File: src/rtl/u8u16_pkg.sv
// ----------------------------------------------------------------------------
// u8u16_pkg
// Shared types and constants of the UTF-8 to UTF-16LE transcoder.
// ----------------------------------------------------------------------------
`default_nettype none

package u8u16_pkg;

    localparam int unsigned UNIT_W   = 16;
    localparam int unsigned REPORT_W = 32;
    localparam int unsigned ACC_W    = 21;
    localparam int unsigned MAX_RES  = 3;
    localparam int unsigned Q_DEPTH  = 4;

    // Lead and continuation byte classes.
    localparam logic [7:0] CONT_MASK = 8'hC0;
    localparam logic [7:0] CONT_TAG  = 8'h80;
    localparam logic [7:0] ASCII_LIM = 8'h80;
    localparam logic [7:0] LEAD2_MIN = 8'hC2;
    localparam logic [7:0] LEAD3_MIN = 8'hE0;
    localparam logic [7:0] LEAD4_MIN = 8'hF0;
    localparam logic [7:0] LEAD_LIM  = 8'hF5;

    // Code point range limits.
    localparam logic [ACC_W-1:0] CP3_MIN = 21'h000800;
    localparam logic [ACC_W-1:0] SURR_LO = 21'h00D800;
    localparam logic [ACC_W-1:0] SURR_HI = 21'h00E000;
    localparam logic [ACC_W-1:0] CP4_MIN = 21'h010000;
    localparam logic [ACC_W-1:0] CP_MAX  = 21'h10FFFF;

    // Surrogate pair construction.
    localparam logic [UNIT_W-1:0] HI_SURR_OFS = 16'hD7C0;
    localparam logic [UNIT_W-1:0] LO_SURR_TAG = 16'hDC00;

    // Sequence length codes.
    localparam logic [2:0] SEQ_NONE  = 3'd0;
    localparam logic [2:0] SEQ_TWO   = 3'd2;
    localparam logic [2:0] SEQ_THREE = 3'd3;
    localparam logic [2:0] SEQ_FOUR  = 3'd4;

    typedef struct packed {
        logic [UNIT_W-1:0]   unit_value;
        logic                is_status;
        logic                status_code;
        logic [REPORT_W-1:0] bytes_consumed;
        logic [REPORT_W-1:0] units_written;
        logic                last_result;
    } t_res;

    // All results caused by one input byte, oldest in item 0.
    typedef struct packed {
        logic [1:0]               count;
        t_res [MAX_RES-1:0]       items;
    } t_bundle;

endpackage

`default_nettype wire

File: src/rtl/u8u16_byte_if.sv
// ----------------------------------------------------------------------------
// u8u16_byte_if
// Input byte channel with valid/ready handshake.
// ----------------------------------------------------------------------------
`default_nettype none

interface u8u16_byte_if;
    logic       valid;
    logic       ready;
    logic [7:0] in_byte;
    logic       last_byte;

    modport source (output valid, output in_byte, output last_byte, input ready);
    modport sink   (input valid, input in_byte, input last_byte, output ready);
endinterface

`default_nettype wire

File: src/rtl/u8u16_res_if.sv
// ----------------------------------------------------------------------------
// u8u16_res_if
// Result channel carrying UTF-16 units and the final status word.
// ----------------------------------------------------------------------------
`default_nettype none

interface u8u16_res_if;
    logic        valid;
    logic        ready;
    logic [15:0] unit_value;
    logic        is_status;
    logic        status_code;
    logic [31:0] bytes_consumed;
    logic [31:0] units_written;
    logic        last_result;

    modport source (
        output valid, output unit_value, output is_status, output status_code,
        output bytes_consumed, output units_written, output last_result,
        input ready
    );
    modport sink (
        input valid, input unit_value, input is_status, input status_code,
        input bytes_consumed, input units_written, input last_result,
        output ready
    );
endinterface

`default_nettype wire

File: src/rtl/utf8_to_utf16le_transcoder_unit.sv
// ----------------------------------------------------------------------------
// utf8_to_utf16le_transcoder_unit
// Validating UTF-8 to UTF-16LE transcoder, one input byte per cycle while ready.
// ----------------------------------------------------------------------------
// The unit takes one UTF-8 byte per clock while ready and emits at most one
// word per clock on the result channel. A byte that completes a one-, two- or
// three-byte sequence yields one UTF-16 unit, a byte that completes a
// four-byte sequence yields a surrogate pair, and the byte flagged as last
// adds a status word carrying the stop offset and the unit count; every other
// byte yields nothing. The words caused by one byte go into a four-entry
// result queue together, and the input is ready whenever that queue holds at
// most one word, so with a word taken every cycle the unit takes one byte per
// cycle unless a byte yields two or three words, which holds the input off
// while the queue drains; that single result port sets the rate. The first
// invalid or truncated sequence stops conversion, and later bytes are counted
// but silent until the last byte of the buffer, after which all sequence state
// and counters return to zero for the next buffer. Counters are COUNT_WIDTH
// bits wide and wrap; the reported counts are their low 32 bits. With no older
// word queued, a byte's first result appears on the port right after the edge
// that takes the byte and can be taken at the following edge.
// ----------------------------------------------------------------------------
`default_nettype none

module utf8_to_utf16le_transcoder_unit #(
    parameter int unsigned COUNT_WIDTH = 32
) (
    input  wire logic          i_clk,
    input  wire logic          i_rst_n,
    u8u16_byte_if.sink         i_in,
    u8u16_res_if.source        o_out
);
    import u8u16_pkg::*;

    logic    accept;
    logic    q_ready;
    logic    q_valid;
    t_bundle bundle;
    t_res    head;

    // A byte is taken whenever the queue can absorb a worst-case bundle.
    assign i_in.ready = q_ready;
    assign accept     = i_in.valid && q_ready;

    // Decode the byte against the open sequence and build its result bundle.
    u8u16_decode #(
        .COUNT_WIDTH (COUNT_WIDTH)
    ) u_decode (
        .i_clk       (i_clk),
        .i_rst_n     (i_rst_n),
        .i_accept    (accept),
        .i_in_byte   (i_in.in_byte),
        .i_last_byte (i_in.last_byte),
        .o_bundle    (bundle)
    );

    // The queue registers every result and separates the two handshakes.
    u8u16_queue u_queue (
        .i_clk    (i_clk),
        .i_rst_n  (i_rst_n),
        .i_push   (accept),
        .i_bundle (bundle),
        .i_pop    (o_out.ready),
        .o_ready  (q_ready),
        .o_valid  (q_valid),
        .o_head   (head)
    );

    assign o_out.valid          = q_valid;
    assign o_out.unit_value     = head.unit_value;
    assign o_out.is_status      = head.is_status;
    assign o_out.status_code    = head.status_code;
    assign o_out.bytes_consumed = head.bytes_consumed;
    assign o_out.units_written  = head.units_written;
    assign o_out.last_result    = head.last_result;

endmodule

`default_nettype wire

File: src/rtl/u8u16_decode.sv
// ----------------------------------------------------------------------------
// u8u16_decode
// Sequence state and per-byte decode into a bundle of up to three results.
// ----------------------------------------------------------------------------
`default_nettype none

module u8u16_decode #(
    parameter int unsigned COUNT_WIDTH = 32
) (
    input  wire logic               i_clk,
    input  wire logic               i_rst_n,
    input  wire logic               i_accept,
    input  wire logic [7:0]         i_in_byte,
    input  wire logic               i_last_byte,
    output u8u16_pkg::t_bundle      o_bundle
);
    import u8u16_pkg::*;

    localparam int unsigned EXT_W = (COUNT_WIDTH > REPORT_W) ? COUNT_WIDTH : REPORT_W;

    logic [ACC_W-1:0]       r_acc,    n_acc;
    logic [1:0]             r_pend,   n_pend;
    logic [2:0]             r_slen,   n_slen;
    logic [COUNT_WIDTH-1:0] r_bcnt,   n_bcnt;
    logic [COUNT_WIDTH-1:0] r_sstart, n_sstart;
    logic [COUNT_WIDTH-1:0] r_ucnt,   n_ucnt;
    logic                   r_err,    n_err;

    logic [ACC_W-1:0]  cp;
    logic [UNIT_W-1:0] unit0;
    logic [UNIT_W-1:0] unit1;
    logic [1:0]        nunits;
    logic              fin_err;
    logic [EXT_W-1:0]  bytes_ext;
    logic [EXT_W-1:0]  units_ext;
    logic [1:0]        res_cnt;

    always_comb begin
        n_acc    = r_acc;
        n_pend   = r_pend;
        n_slen   = r_slen;
        n_sstart = r_sstart;
        n_err    = r_err;
        cp       = '0;
        unit0    = '0;
        unit1    = '0;
        nunits   = 2'd0;

        if (!r_err) begin
            if (r_pend != 2'd0) begin
                if ((i_in_byte & CONT_MASK) == CONT_TAG) begin
                    cp     = {r_acc[ACC_W-7:0], i_in_byte[5:0]};
                    n_acc  = cp;
                    n_pend = r_pend - 2'd1;
                    if (n_pend == 2'd0) begin
                        if (r_slen == SEQ_TWO) begin
                            unit0  = cp[UNIT_W-1:0];
                            nunits = 2'd1;
                        end else if (r_slen == SEQ_THREE) begin
                            if (cp < CP3_MIN || (cp >= SURR_LO && cp < SURR_HI)) begin
                                n_err = 1'b1;
                            end else begin
                                unit0  = cp[UNIT_W-1:0];
                                nunits = 2'd1;
                            end
                        end else begin
                            if (cp < CP4_MIN || cp > CP_MAX) begin
                                n_err = 1'b1;
                            end else begin
                                unit0  = HI_SURR_OFS + UNIT_W'(cp[ACC_W-1:10]);
                                unit1  = LO_SURR_TAG | {6'd0, cp[9:0]};
                                nunits = 2'd2;
                            end
                        end
                        if (!n_err) begin
                            n_slen = SEQ_NONE;
                        end
                    end
                end else begin
                    n_err = 1'b1;
                end
            end else begin
                n_sstart = r_bcnt;
                priority if (i_in_byte < ASCII_LIM) begin
                    unit0  = {8'd0, i_in_byte};
                    nunits = 2'd1;
                end else if (i_in_byte < LEAD2_MIN) begin
                    n_err = 1'b1;
                end else if (i_in_byte < LEAD3_MIN) begin
                    n_slen = SEQ_TWO;
                    n_pend = 2'd1;
                    n_acc  = {16'd0, i_in_byte[4:0]};
                end else if (i_in_byte < LEAD4_MIN) begin
                    n_slen = SEQ_THREE;
                    n_pend = 2'd2;
                    n_acc  = {17'd0, i_in_byte[3:0]};
                end else if (i_in_byte < LEAD_LIM) begin
                    n_slen = SEQ_FOUR;
                    n_pend = 2'd3;
                    n_acc  = {18'd0, i_in_byte[2:0]};
                end else begin
                    n_err = 1'b1;
                end
            end
        end

        n_bcnt = r_bcnt + COUNT_WIDTH'(1);
        n_ucnt = r_ucnt + COUNT_WIDTH'(nunits);

        // A sequence still open at the end of the buffer counts as truncated.
        fin_err   = n_err | (n_pend != 2'd0);
        bytes_ext = EXT_W'(fin_err ? n_sstart : n_bcnt);
        units_ext = EXT_W'(n_ucnt);
        res_cnt   = nunits + {1'b0, i_last_byte};

        o_bundle       = '0;
        o_bundle.count = res_cnt;
        if (nunits != 2'd0) begin
            o_bundle.items[0].unit_value = unit0;
        end
        if (nunits == 2'd2) begin
            o_bundle.items[1].unit_value = unit1;
        end
        if (i_last_byte) begin
            o_bundle.items[nunits].is_status      = 1'b1;
            o_bundle.items[nunits].status_code    = fin_err;
            o_bundle.items[nunits].bytes_consumed = bytes_ext[REPORT_W-1:0];
            o_bundle.items[nunits].units_written  = units_ext[REPORT_W-1:0];
        end
        if (res_cnt != 2'd0) begin
            o_bundle.items[res_cnt - 2'd1].last_result = 1'b1;
        end
    end

    always_ff @(posedge i_clk) begin
        if (!i_rst_n) begin
            r_acc    <= '0;
            r_pend   <= '0;
            r_slen   <= SEQ_NONE;
            r_bcnt   <= '0;
            r_sstart <= '0;
            r_ucnt   <= '0;
            r_err    <= 1'b0;
        end else if (i_accept) begin
            if (i_last_byte) begin
                r_acc    <= '0;
                r_pend   <= '0;
                r_slen   <= SEQ_NONE;
                r_bcnt   <= '0;
                r_sstart <= '0;
                r_ucnt   <= '0;
                r_err    <= 1'b0;
            end else begin
                r_acc    <= n_acc;
                r_pend   <= n_pend;
                r_slen   <= n_slen;
                r_bcnt   <= n_bcnt;
                r_sstart <= n_sstart;
                r_ucnt   <= n_ucnt;
                r_err    <= n_err;
            end
        end
    end

    // The last byte of a buffer always leaves the decoder in its reset state.
    a_last_clears: assert property (@(posedge i_clk) disable iff (!i_rst_n)
        i_accept && i_last_byte |=> r_pend == 2'd0 && !r_err && r_bcnt == '0 && r_ucnt == '0)
        else $error("decoder state not cleared after last byte");

    // Continuations still owed are always fewer than the sequence length.
    a_pend_in_seq: assert property (@(posedge i_clk) disable iff (!i_rst_n)
        r_pend != 2'd0 |-> {1'b0, r_pend} < r_slen)
        else $error("pending continuations exceed sequence length");

endmodule

`default_nettype wire

File: src/rtl/u8u16_queue.sv
// ----------------------------------------------------------------------------
// u8u16_queue
// Four-entry result queue; takes a whole bundle, drains one word a cycle on pop.
// ----------------------------------------------------------------------------
`default_nettype none

module u8u16_queue (
    input  wire logic               i_clk,
    input  wire logic               i_rst_n,
    input  wire logic               i_push,
    input  wire u8u16_pkg::t_bundle i_bundle,
    input  wire logic               i_pop,
    output logic                    o_ready,
    output logic                    o_valid,
    output u8u16_pkg::t_res         o_head
);
    import u8u16_pkg::*;

    localparam int unsigned IDX_W = $clog2(Q_DEPTH);
    localparam int unsigned CNT_W = $clog2(Q_DEPTH + 1);

    t_res [Q_DEPTH-1:0] r_slot, n_slot;
    logic [CNT_W-1:0]   r_cnt,  n_cnt;
    logic               pop;
    logic [CNT_W-1:0]   base;
    logic [IDX_W-1:0]   wr_idx;

    assign pop     = i_pop && (r_cnt != '0);
    // Room for a full bundle of three whenever at most one word is held.
    assign o_ready = (r_cnt <= CNT_W'(1));
    assign o_valid = (r_cnt != '0);
    assign o_head  = r_slot[0];

    always_comb begin
        base   = r_cnt - CNT_W'(pop);
        n_slot = r_slot;
        wr_idx = '0;
        if (pop) begin
            for (int i = 0; i < Q_DEPTH - 1; i++) begin
                n_slot[i] = r_slot[i+1];
            end
        end
        if (i_push) begin
            for (int k = 0; k < MAX_RES; k++) begin
                if (2'(k) < i_bundle.count) begin
                    wr_idx         = base[IDX_W-1:0] + IDX_W'(k);
                    n_slot[wr_idx] = i_bundle.items[k];
                end
            end
        end
        n_cnt = base + (i_push ? CNT_W'(i_bundle.count) : '0);
    end

    always_ff @(posedge i_clk) begin
        if (!i_rst_n) begin
            r_cnt <= '0;
        end else begin
            r_cnt <= n_cnt;
        end
    end

    always_ff @(posedge i_clk) begin
        r_slot <= n_slot;
    end

    a_cnt_bound: assert property (@(posedge i_clk) disable iff (!i_rst_n)
        r_cnt <= CNT_W'(Q_DEPTH))
        else $error("result queue overflow");

    a_push_room: assert property (@(posedge i_clk) disable iff (!i_rst_n)
        i_push |-> r_cnt <= CNT_W'(1))
        else $error("bundle pushed without room");

    a_status_last: assert property (@(posedge i_clk) disable iff (!i_rst_n)
        o_valid && o_head.is_status |-> o_head.last_result)
        else $error("status word not marked as last result");

endmodule

`default_nettype wire

File: src/flat_wrapper.sv
// flat-port wrapper written by rule: the top's interface ports become plain ports
module utf8_to_utf16le_transcoder_unit_flat import u8u16_pkg::*;
#(
    parameter int unsigned COUNT_WIDTH = 32
)
  (i_clk, i_rst_n, i_in_valid, i_in_in_byte, i_in_last_byte, i_in_ready, o_out_valid, o_out_unit_value, o_out_is_status, o_out_status_code, o_out_bytes_consumed, o_out_units_written, o_out_last_result, o_out_ready);
  u8u16_byte_if i_in_i ();
  u8u16_res_if o_out_i ();
  input  wire logic i_clk;
  input  wire logic i_rst_n;
  input wire logic [$bits(i_in_i.valid)-1:0] i_in_valid;
  input wire logic [$bits(i_in_i.in_byte)-1:0] i_in_in_byte;
  input wire logic [$bits(i_in_i.last_byte)-1:0] i_in_last_byte;
  output wire logic [$bits(i_in_i.ready)-1:0] i_in_ready;
  output wire logic [$bits(o_out_i.valid)-1:0] o_out_valid;
  output wire logic [$bits(o_out_i.unit_value)-1:0] o_out_unit_value;
  output wire logic [$bits(o_out_i.is_status)-1:0] o_out_is_status;
  output wire logic [$bits(o_out_i.status_code)-1:0] o_out_status_code;
  output wire logic [$bits(o_out_i.bytes_consumed)-1:0] o_out_bytes_consumed;
  output wire logic [$bits(o_out_i.units_written)-1:0] o_out_units_written;
  output wire logic [$bits(o_out_i.last_result)-1:0] o_out_last_result;
  input wire logic [$bits(o_out_i.ready)-1:0] o_out_ready;
  assign i_in_i.valid = i_in_valid;
  assign i_in_i.in_byte = i_in_in_byte;
  assign i_in_i.last_byte = i_in_last_byte;
  assign i_in_ready = i_in_i.ready;
  assign o_out_valid = o_out_i.valid;
  assign o_out_unit_value = o_out_i.unit_value;
  assign o_out_is_status = o_out_i.is_status;
  assign o_out_status_code = o_out_i.status_code;
  assign o_out_bytes_consumed = o_out_i.bytes_consumed;
  assign o_out_units_written = o_out_i.units_written;
  assign o_out_last_result = o_out_i.last_result;
  assign o_out_i.ready = o_out_ready;
  utf8_to_utf16le_transcoder_unit #(.COUNT_WIDTH(COUNT_WIDTH)) u_core (.i_clk(i_clk), .i_rst_n(i_rst_n), .i_in(i_in_i), .o_out(o_out_i));
endmodule
File: config.mk
export PLATFORM = sky130hd
export DESIGN_NAME = utf8_to_utf16le_transcoder_unit_flat
export DESIGN_NICKNAME = d
export VERILOG_FILES = /design/src/rtl/u8u16_pkg.sv /design/src/rtl/u8u16_byte_if.sv /design/src/rtl/u8u16_res_if.sv /design/src/rtl/utf8_to_utf16le_transcoder_unit.sv /design/src/rtl/u8u16_decode.sv /design/src/rtl/u8u16_queue.sv /design/src/flat_wrapper.sv
export SDC_FILE = /design/constraint.sdc
export NUM_CORES = 2
export LEC_CHECK = 0
export BUFFER_PORTS_ARGS = -buffer_cell sky130_fd_sc_hd__buf_2
export CAP_MARGIN = 20
export CORE_MARGIN = 2
export CORE_UTILIZATION = 45
export DETAILED_ROUTE_END_ITERATION = 12
export PLACE_DENSITY = 0.69
export SLEW_MARGIN = 0
export SYNTH_ARGS = -nofsm -noshare
export SYNTH_HDL_FRONTEND = slang
export SYNTH_SLANG_ARGS = --single-unit
File: constraint.sdc
create_clock -name i_clk -period 6.79 [get_ports i_clk]
set_input_delay 1.358 -clock i_clk [delete_from_list [all_inputs] [get_ports i_clk]]
set_output_delay 1.358 -clock i_clk [all_outputs]
set_load 0.01 [all_outputs]
# After elaboration in Yosys (flattened, before gate mapping)

Index checks and enable logic that the tools add are counted.

Add/subtract/negate cells: 10
Magnitude comparators: 24
Equal/unequal tests: 10
Multiplexer cells: 114
Bitwise logic cells: 1
Reduce and logical (&&, ||, !) cells: 19

Operator list:

| kind                    | count |
|---|---|
| $mux W332               | 5 |
| $demux W83 S2           | 8 |
| $bwmux W249             | 5 |
| $bwmux W332             | 3 |
| $mux W249               | 4 |
| $mux W16                | 17 |
| $mux W83                | 3 |
| $mux W32                | 6 |
| $mux W15                | 9 |
| $mux W67                | 1 |
| $mux W66                | 1 |
| $mux W65                | 1 |
| $lt A8 B8 Y1 const B    | 5 |
| $mux W2                 | 17 |
| $mux W3                 | 11 |
| $mux W33                | 1 |
| $add A32 B1 Y32 const B | 1 |
| $add A32 B2 Y32         | 1 |
| $ge A21 B16 Y1 const B  | 1 |
| $gt A21 B21 Y1 const B  | 1 |
| $lt A21 B12 Y1 const B  | 1 |
| $lt A21 B16 Y1 const B  | 1 |
| $lt A21 B17 Y1 const B  | 1 |
| $mux W1                 | 21 |
| other kinds (27)        | 53 |

Bits in registers: 452
Output and inout bits: 85
Logic and storage cells: 210

# Longest topological paths before layout

Depth in word-level cells: 30
Gate-level depth with buffers: 20
Mapped depth without buffers: 17

# Hierarchy

A second synthesis with hierarchy kept.

Cell total of the unflattened synthesis: 5346
Area total of the unflattened synthesis: 39640.5 um^2

Modules (own cells, without submodules):

| module                          | times used | cells each | area each (um^2) |
|---|---|---|---|
| u8u16_queue                     | 1          | 4088       | 30829.6 |
| u8u16_decode                    | 1          | 1257       | 8804.7 |
| utf8_to_utf16le_transcoder_unit | 1          | 1          | 6.3 |

# Worst setup path before layout

No wires, ideal clock.

Path type: in2reg
From: input i_in_valid
To: register u_core.u_queue.r_slot[233] (netlist bit)
Library setup time: 0.256 ns
Arrival time: 5.197 ns
Data required time: 6.534 ns
Path slack: 1.338 ns
Stages on the path: 7
Buffers on the path: 4
Cell sequence: nand2_1 -> clkinv_1 -> clkbuf_1 -> clkbuf_1 -> clkbuf_1 -> clkbuf_1 -> o22ai_1

RTL lines:

| item                   | line               | text |
|---|---|---|
| start: declaration     | flat_wrapper.sv:11 | `input wire logic [$bits(i_in_i.valid)-1:0] i_in_valid;` |
| end signal: assignment | u8u16_queue.sv:63  | `r_slot <= n_slot;` |
| end: declaration       | u8u16_queue.sv:22  | `t_res [Q_DEPTH-1:0] r_slot, n_slot;` |

==> results_dict.tcl <==
set metrics [dict create \
    vias_per_cell 6.54 \
    clockBufferDepth 3 \
    cpPeakStageDelay_ns 0.95 \
    clock-root-buffer "clkbuf_16" \
    synthTopCellsByArea "dfxtp_1, edfxtp_1, mux2i_1" \
    regArea_mm2 0.00988 \
    antennaDiodeCount 0 \
    p_leak_nw 11.3 \
    clkLatencyLatePin_ns 0.62 \
    finalSetupTns_ns 0 \
    dieHeight_um 244 \
    place_congestion 0.930 \
    skew_ns 0.0298 \
    place_hpwl_um 58300 \
    crit_chain "inv_1 > ha_1 > nor2_1 > and3_1 > o21a_1 > nor2_1 > inv_1 > ha_1 > inv_1 > a211oi_1 > a21o_1 > o22ai_1 > a21oi_4 > buf_4 > nor2_1 > a21oi_1 > nor2_1" \
    cts-buffers-inserted 51 \
    yosys_most_used_dff "dfxtp_1" \
    synth-seq-cells 452 \
    track_usage 0.288 \
    synth_nets 3128 \
    wl_um 89100 \
    synth_xor_area_frac 0.0132 \
    die_w_um 244 \
    hold_ws_ns 0.481 \
    ant_nets 0 \
    grt_pass1_wl_um 137000 \
    yosysSeqAreaShare 0.382 \
    relSlewSlack 0.190 \
    cts_hold_buf 0 \
    synth_top_family_by_area "compound AO/OA/AOI/OAI gates" \
    layout_min_cycle_time_ns 5.48 \
    cts_tree "yes" \
    cts_sinks 452 \
    synth-simple-area-share 0.168 \
    timing.final.crit_share 0.808 \
    post_cts_buffers 0 \
    multiInputGateArea_mm2 0.0144 \
    antenna_found_initial 2 \
    drv_cap 0 \
    status "finished, final reports clean" \
    vias 24900 \
    ys_warn_count 0 \
    grt_start_max_net_pins 121 \
    fill_cells 5329 \
    rsz0062_at_grt "false" \
    setup_violations 0 \
    hold_viol 0 \
    crit_fanout 32 \
    ir_drop_mv 0.216 \
    critPathKind "flip-flop to flip-flop" \
    nets 3041 \
    drv_slew 0 \
    crit_top_cell "nor2_1" \
    synth_top_area_frac 0.285 \
    rows 87 \
    syn_to_final_growth_pct 9.36 \
    layout-drive-gt1-share 0.114 \
    drc_errors 0 \
    cp-start-kind "flip-flop" \
    cts-resized-gates 0 \
    ys_types 95 \
    io_buffer_count 97 \
    pin_count 98 \
    async_flop_share 0 \
    design_area_mm2 0.0283 \
    worst_slack_ns 1.31 \
    clk_pin_slew_ns 0.06 \
    design.core.area_mm2 0.0566 \
    avgSynthCellArea_um2 8.34 \
    dpl_cell_area_mm2 0.0265 \
    netlist_instances 3102 \
    muxShareOfSynthArea 0.0875 \
    drt_iter0_drc 2807 \
    route.detailed.wl_per_inst_um 23.4 \
    yosys.area.top_type "dfxtp_1" \
    htreeDepth 2 \
    cp_slowest_cell "a21oi_4" \
    hold_path.class "flip-flop to flip-flop" \
    crit_path_end_kind "flip-flop" \
    synth_area_mm2 0.0259 \
    max_freq_mhz 182 \
    start_util 0.457 \
    grt_pass1_vias 24000 \
    synth_adder_area_share 0.00687 \
    first_pass_iters 6 \
    pre_cts_ws_ns 0.785 \
    critPathRequiredTime_ns 7.32 \
    synth-compound-area-share 0.275 \
    dieArea_mm2 0.0594 \
    tightest_slew_ns 1.22 \
    power.density_mw_per_mm2 434 \
    cp.arrival_ns 6.01 \
    overflow 0 \
    synth-edff-count 83 \
]
==> worst paths after layout <==
path | start | endpoint | slack, ns | depth (start not counted)
setup reg to reg | u_core.u_decode.r_pend[0]$_SDFFE_PN0P_ | u_core.u_queue.o_head[47]$_DFF_P_ | 1.31 | 17
hold reg to reg | u_core.u_decode.r_slen[1]$_SDFFE_PN0P_ | u_core.u_decode.r_slen[1]$_SDFFE_PN0P_ | 0.48 | 2
setup / recovery | u_core.u_decode.r_pend[0]$_SDFFE_PN0P_ | u_core.u_queue.o_head[47]$_DFF_P_ | 1.31 | 17
hold / removal | u_core.u_decode.r_slen[1]$_SDFFE_PN0P_ | u_core.u_decode.r_slen[1]$_SDFFE_PN0P_ | 0.48 | 2
==> sequential cells by signal, summed over array words and instances (netlist names) <==
register / flops
u_core.u_decode.r_slen: 3
u_core.u_decode.r_pend: 2
u_core.u_decode.r_err: 1
u_core.u_decode.r_bcnt: 32
u_core.u_decode.r_sstart: 32
u_core.u_queue.r_slot: 249
u_core.u_queue.r_cnt: 3
u_core.u_decode.r_acc: 15
u_core.u_queue.o_head: 83
u_core.u_decode.r_ucnt: 32
==> synth_stat cells (11+ instances only) <==
library cell	n
nor3_1	48
a22oi_1	61
o31ai_1	43
buf_4	85
mux2i_1	219
a2bb2oi_1	13
nand2b_1	16
inv_1	30
a21boi_0	30
o21ai_1	18
buf_1	15
o21ai_0	240
a31oi_1	24
o221ai_1	12
o211ai_1	21
and3_1	28
and2_1	40
nor2b_1	78
nand2_1	368
or3_1	12
nand4_1	21
edfxtp_1	83
o22ai_1	140
a21oi_1	228
xor2_1	20
o21a_1	48
ha_1	11
a21o_1	21
o311ai_0	26
a221oi_1	12
nand3_1	98
o32ai_1	19
clkbuf_1	184
xnor2_1	19
nor2_1	168
buf_2	43
a211oi_1	38
dfxtp_1	369
==> logic make-up after synthesis <==
family,count (synthesis)
multiplexers,225
XOR/XNOR,39
adder cells (fa/ha/maj),13
flip-flops,452
AND/OR/NAND/NOR,920
buffers and inverters,363
AO/OA/AOI/OAI,1090
==> cell usage in the layout, fill, tap and decap left out, types with 9 or more instances in the layout <==
cell type    n
a211oi_1    38
a21boi_0    30
a21o_1      21
a21oi_1    226
a221oi_1    12
a222oi_1    10
a22oi_1     61
a2bb2oi_1   13
a31oi_1     23
and2_1      40
and3_1      28
buf_2       97
buf_4       89
clkbuf_1     9
clkbuf_16   51
clkinv_2    14
dfxtp_1    369
edfxtp_1    83
ha_1        11
inv_1       30
mux2i_1    219
nand2_1    366
nand2b_1    16
nand3_1     97
nand4_1     21
nor2_1     165
nor2b_1     78
nor3_1      48
o211ai_1    21
o21a_1      48
o21ai_0    240
o21ai_1     15
o221ai_1    12
o22ai_1    140
o311ai_0    26
o31ai_1     39
o32ai_1     19
or3_1       12
xnor2_1     19
xor2_1      20
==> layer usage <==
| metal | up-vias | GRT usage | part of all wire |
|---|---|---|---|
| met5 | - | 0 | 0.00011 |
| met4 | 2 | 0.157 | 0.056 |
| met3 | 321 | 0.0597 | 0.097 |
| met2 | 1344 | 0.467 | 0.46 |
| met1 | 12000 | 0.358 | 0.39 |
| li1 | 11300 | - | - |
==> metrics by stage <==
stage	power (mW)	instances	utilization
after floorplan	7.77	3102	-
after global placement	9.03	3715	0.468
after detailed placement	9.24	3716	0.468
after CTS	12.1	3812	0.499
after global routing	12.9	3814	0.500
final	12.3	3814	0.500
==> worst max-delay path, delay by kind of cell (launching register included) <==
| kind | cells | cell delay [ns] |
|---|---|---|
| simple gates | 5 | 0.86 |
| buf+inv | 4 | 0.94 |
| flops | 1 | 0.45 |
| fa+ha+maj | 2 | 0.72 |
| compound gates | 6 | 2.39 |
==> cell type report <==
type	instances	area share
Multi-Input combinational cell	2287	0.508
Sequential cell	452	0.349
Clock inverter	29	0.0122
Clock buffer	67	0.0497
Tap cell	756	0.0334
Timing Repair Buffer	189	0.0428
Inverter	34	0.00469
==> power breakdown <==
group | internal [mW] | switching, mW
combinational | 1.86 | 3.43
sequential | 3.63 | 0.446
clock | 1.70 | 1.22
Power figures use the tool's default switching activity.
